`src/hw/rtl/miller_rabin_prime_test_top_defines.svh`:
```
// assertion macros for the top-level rtl
`ifndef MILLER_RABIN_PRIME_TEST_TOP_DEFINES_SVH
`define MILLER_RABIN_PRIME_TEST_TOP_DEFINES_SVH

// property that holds whenever reset is released
`define MRPT_ASSERT(label, prop, msg) \
	label: assert property (@(posedge clk) disable iff (!arst_n) (prop)) else $error(msg);

// implication whose consequent is checked in the cycle after the antecedent
`define MRPT_ASSERT_NEXT(label, ante, cons, msg) \
	label: assert property (@(posedge clk) disable iff (!arst_n) (ante) |=> (cons)) \
		else $error(msg);

`endif

```
`src/hw/rtl/mrpt_pkg.sv`:
```
package mrpt_pkg;
	localparam int unsigned WIDTH = 64;
	localparam int unsigned RW = 7;
	localparam int unsigned DW = 31;
	localparam int unsigned SW = $clog2(WIDTH + 1);
	localparam logic [RW-1:0] ROUNDS_RESET = 7'd5;

	typedef struct packed {
		logic [63:0] candidate;
		logic [30:0] random_draw;
	} in_item_t;

	typedef struct packed {
		logic        is_probable_prime;
		logic [63:0] tested_value;
	} out_item_t;

	// requests to the modular unit
	typedef enum logic [1:0] {
		OP_MUL = 2'd0,
		OP_MOD = 2'd1
	} mop_t;

	typedef struct packed {
		logic start;
		mop_t op;
	} mreq_t;
endpackage

```
`src/hw/rtl/miller_rabin_prime_test_top.sv`:
```
// channel | direction | payload    | handshake
// in      | into      | in_item_t  | in_valid / in_stall
// out     | out of    | out_item_t | out_valid / out_stall
// cfg     | into      | rounds     | cfg_we, no wait
// a round is one witness reduction, then 64 squarings, one product per set bit
// of d and up to s-1 more squarings, each run on the shared modular unit;
// the fixed cases (n of 0 to 4) skip the unit
// reset clears the sequencer, round counter, out_valid and rounds (to 5); no clearing pass
// in_stall is high while a round runs; a verdict still waiting in the output
// register holds the next verdict in the end state
module miller_rabin_prime_test_top (
	input  logic                 clk,
	input  logic                 arst_n,
	input  logic                 cfg_we,
	input  logic [6:0]           cfg_wdata,
	input  logic                 in_valid,
	output logic                 in_stall,
	input  mrpt_pkg::in_item_t   in_data,
	output logic                 out_valid,
	input  logic                 out_stall,
	output mrpt_pkg::out_item_t  out_data
);
	import mrpt_pkg::*;

	`include "miller_rabin_prime_test_top_defines.svh"

	typedef enum logic [3:0] {
		S_IDLE, S_SPLIT, S_WIT, S_WITW, S_PSQ, S_PSQW, S_PMUL, S_PMULW, S_CHK,
		S_SQ, S_SQW, S_END
	} st_t;

	st_t st_q;
	logic [RW-1:0] rounds_q, done_q;
	logic comp_q, pass_q;
	logic [WIDTH-1:0] n_q, d_q, a_q, x_q, e_q;
	logic [SW-1:0] s_q, k_q, bit_q;
	mreq_t req;
	logic [WIDTH-1:0] ux, uy, um, ur;
	logic udone;
	logic acc;
	logic [RW-1:0] limit, done_nx;
	logic [WIDTH-1:0] nm1;
	logic fail_nx;
	logic emit;

	mrpt_modunit u_mod (
		.clk(clk), .arst_n(arst_n), .req(req), .x(ux), .y(uy), .m(um),
		.done(udone), .r(ur)
	);

	assign nm1 = n_q - 1'b1;
	assign acc = in_valid && !in_stall;
	assign in_stall = (st_q != S_IDLE);
	assign limit = (rounds_q == '0) ? RW'(1) : rounds_q;
	assign done_nx = done_q + 1'b1;
	assign fail_nx = comp_q || !pass_q;
	assign emit = (st_q == S_END) && (done_nx >= limit) && (!out_valid || !out_stall);

	always_comb begin
		req = '{start: 1'b0, op: OP_MUL};
		ux = x_q;
		uy = x_q;
		um = n_q;
		case (st_q)
			S_WIT: begin
				req = '{start: 1'b1, op: OP_MOD};
				uy = WIDTH'(a_q);
				um = n_q - WIDTH'(4);
			end
			S_PSQ, S_SQ: req = '{start: 1'b1, op: OP_MUL};
			S_PMUL: begin
				req = '{start: 1'b1, op: OP_MUL};
				uy = a_q;
			end
			default: ;
		endcase
	end

	always_ff @(posedge clk or negedge arst_n) begin
		if (!arst_n) begin
			st_q <= S_IDLE;
			rounds_q <= ROUNDS_RESET;
			done_q <= '0;
			comp_q <= 1'b0;
			out_valid <= 1'b0;
			n_q <= '0;
		end else begin
			if (cfg_we)
				rounds_q <= cfg_wdata;
			if (emit)
				out_valid <= 1'b1;
			else if (out_valid && !out_stall)
				out_valid <= 1'b0;
			case (st_q)
				S_IDLE: begin
					if (acc) begin
						if (done_q == '0) begin
							n_q <= in_data.candidate[WIDTH-1:0];
							comp_q <= 1'b0;
						end
						a_q <= WIDTH'(in_data.random_draw);
						st_q <= S_SPLIT;
					end
				end
				S_SPLIT: begin
					d_q <= nm1;
					s_q <= '0;
					if (n_q <= WIDTH'(1) || n_q == WIDTH'(4)) begin
						pass_q <= 1'b0;
						st_q <= S_END;
					end else if (n_q <= WIDTH'(3)) begin
						pass_q <= 1'b1;
						st_q <= S_END;
					end else begin
						st_q <= S_WIT;
					end
				end
				S_WIT: begin
					// strip one factor of two per cycle meanwhile
					if (!d_q[0] && d_q != '0) begin
						d_q <= d_q >> 1;
						s_q <= s_q + 1'b1;
					end
					st_q <= S_WITW;
				end
				S_WITW: begin
					if (!d_q[0] && d_q != '0) begin
						d_q <= d_q >> 1;
						s_q <= s_q + 1'b1;
					end
					if (udone) begin
						a_q <= ur + WIDTH'(2);
						x_q <= WIDTH'(1);
						bit_q <= SW'(WIDTH);
						st_q <= S_PSQ;
					end
				end
				S_PSQ: begin
					e_q <= d_q << (SW'(WIDTH) - bit_q);
					st_q <= S_PSQW;
				end
				S_PSQW: begin
					if (udone) begin
						x_q <= ur;
						st_q <= e_q[WIDTH-1] ? S_PMUL : S_CHK;
					end
				end
				S_PMUL: st_q <= S_PMULW;
				S_PMULW: begin
					if (udone) begin
						x_q <= ur;
						st_q <= S_CHK;
					end
				end
				S_CHK: begin
					if (bit_q != SW'(1)) begin
						bit_q <= bit_q - 1'b1;
						st_q <= S_PSQ;
					end else if (x_q == WIDTH'(1) || x_q == nm1) begin
						pass_q <= 1'b1;
						st_q <= S_END;
					end else begin
						k_q <= SW'(1);
						bit_q <= '0;
						if (s_q <= SW'(1)) begin
							pass_q <= 1'b0;
							st_q <= S_END;
						end else begin
							st_q <= S_SQ;
						end
					end
				end
				S_SQ: st_q <= S_SQW;
				S_SQW: begin
					if (udone) begin
						x_q <= ur;
						k_q <= k_q + 1'b1;
						if (ur == nm1) begin
							pass_q <= 1'b1;
							st_q <= S_END;
						end else if (ur == WIDTH'(1) || k_q + 1'b1 >= s_q) begin
							pass_q <= 1'b0;
							st_q <= S_END;
						end else begin
							st_q <= S_SQ;
						end
					end
				end
				S_END: begin
					if (done_nx >= limit) begin
						// wait here while the previous verdict is still stalled
						if (emit) begin
							out_data.is_probable_prime <= !fail_nx;
							out_data.tested_value <= 64'(n_q);
							done_q <= '0;
							comp_q <= 1'b0;
							st_q <= S_IDLE;
						end
					end else begin
						done_q <= done_nx;
						comp_q <= fail_nx;
						st_q <= S_IDLE;
					end
				end
				default: st_q <= S_IDLE;
			endcase
		end
	end

	`MRPT_ASSERT(a_busy_stall, (st_q != S_IDLE) |-> in_stall, "input taken while busy")
	`MRPT_ASSERT_NEXT(a_acc_busy, acc, st_q == S_SPLIT, "accepted item not started")
	`MRPT_ASSERT_NEXT(a_out_hold, out_valid && out_stall, out_valid && $stable(out_data), "result dropped")
endmodule

```
`src/hw/rtl/mrpt_modunit.sv`:
```
// shared modular unit: x*y mod m by shift-and-add, or y mod m by restoring division
module mrpt_modunit (
	input  logic             clk,
	input  logic             arst_n,
	input  mrpt_pkg::mreq_t  req,
	input  logic [mrpt_pkg::WIDTH-1:0] x,
	input  logic [mrpt_pkg::WIDTH-1:0] y,
	input  logic [mrpt_pkg::WIDTH-1:0] m,
	output logic             done,
	output logic [mrpt_pkg::WIDTH-1:0] r
);
	import mrpt_pkg::*;

	typedef enum logic [1:0] {IDLE, MUL, DIV} st_t;
	st_t st_q;
	logic [WIDTH-1:0] r_q, x_q, y_q, m_q;
	logic [SW-1:0] cnt_q;
	logic [WIDTH:0] dbl, dsum, rem;
	logic [WIDTH-1:0] step1;

	always_comb begin
		// r + r mod m, then optional + x mod m
		dbl = {r_q, 1'b0};
		step1 = (dbl >= {1'b0, m_q}) ? WIDTH'(dbl - {1'b0, m_q}) : dbl[WIDTH-1:0];
		dsum = {1'b0, step1} + {1'b0, x_q};
		if (dsum >= {1'b0, m_q})
			dsum = dsum - {1'b0, m_q};
		// restoring division: shift in next bit of y
		rem = {r_q, y_q[WIDTH-1]};
		if (rem >= {1'b0, m_q})
			rem = rem - {1'b0, m_q};
	end

	always_ff @(posedge clk or negedge arst_n) begin
		if (!arst_n) begin
			st_q <= IDLE;
			done <= 1'b0;
			cnt_q <= '0;
		end else begin
			done <= 1'b0;
			case (st_q)
				IDLE: begin
					if (req.start) begin
						r_q <= '0;
						x_q <= x;
						y_q <= y;
						m_q <= m;
						cnt_q <= SW'(WIDTH);
						st_q <= (req.op == OP_MUL) ? MUL : DIV;
					end
				end
				MUL: begin
					r_q <= y_q[WIDTH-1] ? dsum[WIDTH-1:0] : step1;
					y_q <= y_q << 1;
					cnt_q <= cnt_q - 1'b1;
					if (cnt_q == SW'(1)) begin
						done <= 1'b1;
						st_q <= IDLE;
					end
				end
				DIV: begin
					r_q <= rem[WIDTH-1:0];
					y_q <= y_q << 1;
					cnt_q <= cnt_q - 1'b1;
					if (cnt_q == SW'(1)) begin
						done <= 1'b1;
						st_q <= IDLE;
					end
				end
				default: st_q <= IDLE;
			endcase
		end
	end

	assign r = r_q;
endmodule

```
`config.mk`:
```
export PLATFORM = sky130hd
export DESIGN_NAME = miller_rabin_prime_test_top
export DESIGN_NICKNAME = d
export VERILOG_FILES = /design/src/hw/rtl/mrpt_pkg.sv /design/src/hw/rtl/miller_rabin_prime_test_top.sv /design/src/hw/rtl/mrpt_modunit.sv
export VERILOG_INCLUDE_DIRS = /design/src /design/src/hw/rtl
export SDC_FILE = /design/constraint.sdc
export NUM_CORES = 2
export LEC_CHECK = 0
export BUFFER_PORTS_ARGS = -buffer_cell sky130_fd_sc_hd__buf_2
export CORE_MARGIN = 1.5
export CORE_UTILIZATION = 43
export CTS_CLUSTER_SIZE = 8
export DETAILED_ROUTE_END_ITERATION = 10
export HOLD_SLACK_MARGIN = 0.15
export PLACE_DENSITY = 0.64
export SYNTH_ARGS = -nofsm -noshare
export SYNTH_HDL_FRONTEND = slang
export SYNTH_SLANG_ARGS = --single-unit
```
`constraint.sdc`:
```
create_clock -name clk -period 10.8 [get_ports clk]
set_input_delay 2.16 -clock clk [delete_from_list [all_inputs] [get_ports clk]]
set_output_delay 2.16 -clock clk [all_outputs]
set_load 0.02 [all_outputs]
```
==> flow_summary.rst <==
.. list-table::
   :header-rows: 1

   * - Metric
     - Value
   * - Outcome
     - finished with violations
   * - Violated checks
     - max-capacitance violations, max-slew violations
   * - Minimum clock period after layout
     - 10.36 ns
   * - Depth of the most critical reg-to-reg path
     - 34
   * - Worst path slowest cell
     - sky130_fd_sc_hd__edfxtp_1
   * - M1 wire length
     - 80.9 mm
   * - Via count of the first global-routing pass
     - 41800
   * - Final design utilization
     - 0.488
   * - Number of antenna violations at the first check in global routing
     - 8
   * - Warnings from Yosys
     - 0
   * - CTS clk-pin slew, worst paths
     - 0.06 ns
   * - Clock tree from TritonCTS
     - yes
   * - Die span in y
     - 335 um
   * - Layout Skew
     - 0.0449 ns
   * - Register area share after synthesis
     - 0.389
   * - Global Route Usage Sum
     - 0.371
   * - Area added between synthesis and finish
     - 12.3%
   * - Starting density of the core
     - 0.434
   * - Routed length on met2
     - 91.3 mm
   * - Worst Hold Launch
     - comp_q$_DFFE_PN0P_
   * - Number of storage elements in the synthesis netlist
     - 630
   * - Core Box Area
     - 0.109 sq mm
   * - Biggest fanout along the worst timing path
     - 24
   * - Final-layout setup total negative slack
     - 0 ns
   * - Share of layout cells above drive strength 1
     - 0.118
   * - Maximum single-stage delay on the critical path
     - 0.63 ns
   * - Largest net degree at the start of global routing
     - 84
   * - Post-layout net count
     - 5742
   * - Buffer type at the clock tree root
     - sky130_fd_sc_hd__clkbuf_16
   * - Post-DP HPWL
     - 170 mm
   * - Endpoint of the worst hold-timing path
     - comp_q$_DFFE_PN0P_
   * - Last weighted congestion value of the routability-driven placer
     - 1.13
   * - Final Hold Viols
     - 0
   * - Number of search-and-repair iterations in the first detailed-routing pass
     - 8
   * - Aggregate global routing overflow
     - 0
   * - Max Cap Violations
     - 1
   * - Number of DRC markers in iteration 0
     - 6462
   * - Synthesized area per cell
     - 8.98 sq um
   * - Worst path setup slack after routing
     - 0.439 ns
   * - Arrival time reported for the critical path endpoint
     - 10.74 ns
   * - Synthesized instance count
     - 5281
   * - Clk_lat worst skew
     - 0.70 ns
   * - Global-route wire length before repair
     - 298 mm
   * - Highest routed metal layer
     - met5
   * - Worst-case clock buffer depth
     - 3
   * - Post-CTS Hold Fix Bufs
     - 0
   * - Final count of pins violating max slew
     - 4
   * - Filler Cells Inserted
     - 10500
   * - Leading cell type by number of instances after synthesis
     - sky130_fd_sc_hd__nand2_1
   * - Final worst path period share
     - 0.959
   * - Element type at the critical path end
     - register
   * - Residual antenna-violating net count after detailed routing
     - 0
   * - Non-filler instance count after layout
     - 6946
   * - Cell count of the worst hold path
     - 2
   * - Met3 routed wirelength
     - 25.9 mm
   * - H-tree Lvls
     - 3
   * - Top achievable clock speed
     - 96.5 MHz
   * - HP Class
     - register to register
   * - Unrepaired setup endpoints after global routing
     - no
   * - Placement row count
     - 121
   * - Async set or reset register ratio after synthesis
     - 0.149
   * - Total Wirelength
     - 214 mm
   * - Port-buffer cells
     - 173
   * - Unique masters post-synth
     - 87
   * - Chip Width
     - 335 um
   * - Worst reg-to-reg setup slack
     - 0.44 ns
   * - Average detailed-routed wire length per instance
     - 30.7 um
   * - Worst-Margin Slew
     - 1.53 ns
   * - Dpl ws
     - 0.568 ns
   * - Required time of the critical path
     - 11.18 ns
   * - Top post-synthesis cells by area
     - sky130_fd_sc_hd__edfxtp_1 34%, sky130_fd_sc_hd__xnor2_1 6.2%, sky130_fd_sc_hd__ha_1 6.0%, sky130_fd_sc_hd__a21oi_1 4.9%, sky130_fd_sc_hd__dfrtp_1 4.9%
   * - Launching point of the worst reg2reg path
     - u_mod.r[45]$_SDFFCE_PP0P_
   * - Top-area cell type share of the netlist area
     - 0.340
   * - Via count
     - 44800
   * - Inserted Clock Buffers
     - 92
   * - Final routed DRC violation total
     - 0
   * - Kind of critical path
     - register to register
   * - Number of enable flip-flop cells after synthesis
     - 536
   * - Ports
     - 174
   * - Clock Sinks
     - 630
   * - Post-Synthesis Net Count
     - 5618
   * - Synth top cells by count
     - 574 x sky130_fd_sc_hd__nand2_1, 536 x sky130_fd_sc_hd__edfxtp_1, 466 x sky130_fd_sc_hd__a21oi_1
   * - FF-to-FF End
     - u_mod.r[50]$_SDFFCE_PP0P_
   * - Type of origin of the critical path
     - register
   * - Tightest slew margin relative to the limit
     - -0.0293
   * - Library cell occupying the most area in the post-synthesis netlist
     - sky130_fd_sc_hd__edfxtp_1
   * - Post-Synthesis Cell Area
     - 0.0474 sq mm
   * - Setup violators final
     - 0
   * - DIE AREA
     - 0.112 sq mm
   * - Placed instance count
     - 6787
   * - Via count normalized by instance count
     - 6.45
   * - Primary flip-flop cell chosen by synthesis mapping
     - sky130_fd_sc_hd__edfxtp_1
[timing repair]
item	CTS	global route
endpoints found under the hold margin	0	0
gates resized for setup	0	3
setup buffers	0	0
endpoints found under the setup margin	0	37
[logic make-up (layout without fill, tap and decap cells)]
| family | count (synthesis) | count (layout) | synth area share |
|---|---|---|---|
| and+or+nand+nor | 1759 | 1759 | 0.179 |
| AOI/OAI and AO/OA | 1394 | 1394 | 0.176 |
| DFF | 630 | 630 | 0.389 |
| xor gates and xnor gates | 543 | 543 | 0.100 |
| buffers and inverters | 510 | 694 | 0.0408 |
| adders and majority gates | 231 | 231 | 0.0615 |
| muxes | 214 | 214 | 0.0527 |
| other | 0 | 5 | 0 |
[placed cells by master (no fill, tap or decap), types with 15 or more instances in the layout]
cell,n
sky130_fd_sc_hd__nand2_1,571
sky130_fd_sc_hd__edfxtp_1,536
sky130_fd_sc_hd__a21oi_1,465
sky130_fd_sc_hd__nor2_1,429
sky130_fd_sc_hd__o21ai_0,423
sky130_fd_sc_hd__xnor2_1,333
sky130_fd_sc_hd__ha_1,225
sky130_fd_sc_hd__xor2_1,210
sky130_fd_sc_hd__inv_1,184
sky130_fd_sc_hd__buf_4,180
sky130_fd_sc_hd__buf_2,172
sky130_fd_sc_hd__nand3_1,130
sky130_fd_sc_hd__nand4_1,129
sky130_fd_sc_hd__a21o_1,111
sky130_fd_sc_hd__mux2i_1,109
sky130_fd_sc_hd__nor4_1,105
sky130_fd_sc_hd__clkbuf_16,93
sky130_fd_sc_hd__dfrtp_1,92
sky130_fd_sc_hd__mux2_2,85
sky130_fd_sc_hd__nor3_1,80
sky130_fd_sc_hd__and2_1,74
sky130_fd_sc_hd__o21bai_1,51
sky130_fd_sc_hd__o22ai_1,46
sky130_fd_sc_hd__clkbuf_1,46
sky130_fd_sc_hd__and3_1,39
sky130_fd_sc_hd__a31oi_1,32
sky130_fd_sc_hd__o21a_1,30
sky130_fd_sc_hd__or3_1,28
sky130_fd_sc_hd__nand2b_1,28
sky130_fd_sc_hd__nor2b_1,26
sky130_fd_sc_hd__o211ai_1,24
sky130_fd_sc_hd__a211oi_1,21
sky130_fd_sc_hd__mux4_2,20
sky130_fd_sc_hd__o31ai_1,19
sky130_fd_sc_hd__or2_2,19
sky130_fd_sc_hd__nor3b_1,16
sky130_fd_sc_hd__a21boi_0,15
[registers in the layout, indices dropped and copies added (netlist names)]
register	flops
u_mod.done	1
pass_q	1
u_mod.x_q	64
u_mod.m_q	64
rounds_q	7
u_mod.r	64
a_q	64
u_mod.y_q	64
u_mod.st_q	2
k_q	7
done_q	7
u_mod.cnt_q	7
comp_q	1
n_q	64
st_q	4
s_q	7
ux	64
bit_q	7
out_data	65
out_valid	1
e_q	1
d_q	64
[how the worst max path moves through the flow]
| stage | startpoint | endpoint | slack (ns) | depth (start not counted) |
|---|---|---|---|---|
| 2_1_floorplan | u_mod.r[41]$_SDFFCE_PP0P_ | u_mod.r[23]$_SDFFCE_PP0P_ | 1.79 | 39 |
| 3_3_place_gp | u_mod.r[39]$_SDFFCE_PP0P_ | u_mod.r[50]$_SDFFCE_PP0P_ | 0.79 | 34 |
| 3_5_place_dp | u_mod.r[39]$_SDFFCE_PP0P_ | u_mod.r[50]$_SDFFCE_PP0P_ | 0.57 | 34 |
| 4_1_cts | u_mod.r[39]$_SDFFCE_PP0P_ | u_mod.r[50]$_SDFFCE_PP0P_ | 0.50 | 34 |
| 5_1_grt | u_mod.r[39]$_SDFFCE_PP0P_ | u_mod.r[50]$_SDFFCE_PP0P_ | 0.01 | 35 |
| 6_report | u_mod.r[45]$_SDFFCE_PP0P_ | u_mod.r[50]$_SDFFCE_PP0P_ | 0.44 | 34 |
[stage by stage]
stage,cell area (sq um),hold WS (ns)
detailed placement,50400,0.484
finish,53300,0.491
floorplan,47400,0.420
global route,53200,0.544
CTS,53200,0.494
global placement,50400,0.472
[worst max-delay path, delay by kind of cell, from the launching register on]
family / cells / cell delay (ns)
xor gates and xnor gates: 1 / 0.34
and+or+nand+nor: 12 / 3.20
AOI/OAI and AO/OA: 10 / 2.93
DFF: 1 / 0.63
adders and majority gates: 3 / 1.32
buffers and inverters: 6 / 1.11
muxes: 2 / 0.49
[layer usage]
metal | up-vias | track usage
met4 | 4 | 0.227
met1 | 21600 | 0.480
met3 | 643 | 0.0914
met5 | - | 0
li1 | 19500 | -
met2 | 3026 | 0.557
[area by class of cell]
class	count	area [sq um]	area share
antenna	5	12.5	0.000235
clock buffer	139	2500	0.0469
clock inverter	15	288	0.00540
inverter	185	694	0.0130
multi-input combinational	4141	27200	0.511
sequential	630	18500	0.346
tap	1476	1850	0.0347
timing repair buffer	355	2270	0.0427
Power is not shown: default switching activity piles up to over one toggle a cycle in this logic, so the estimate is an artifact.
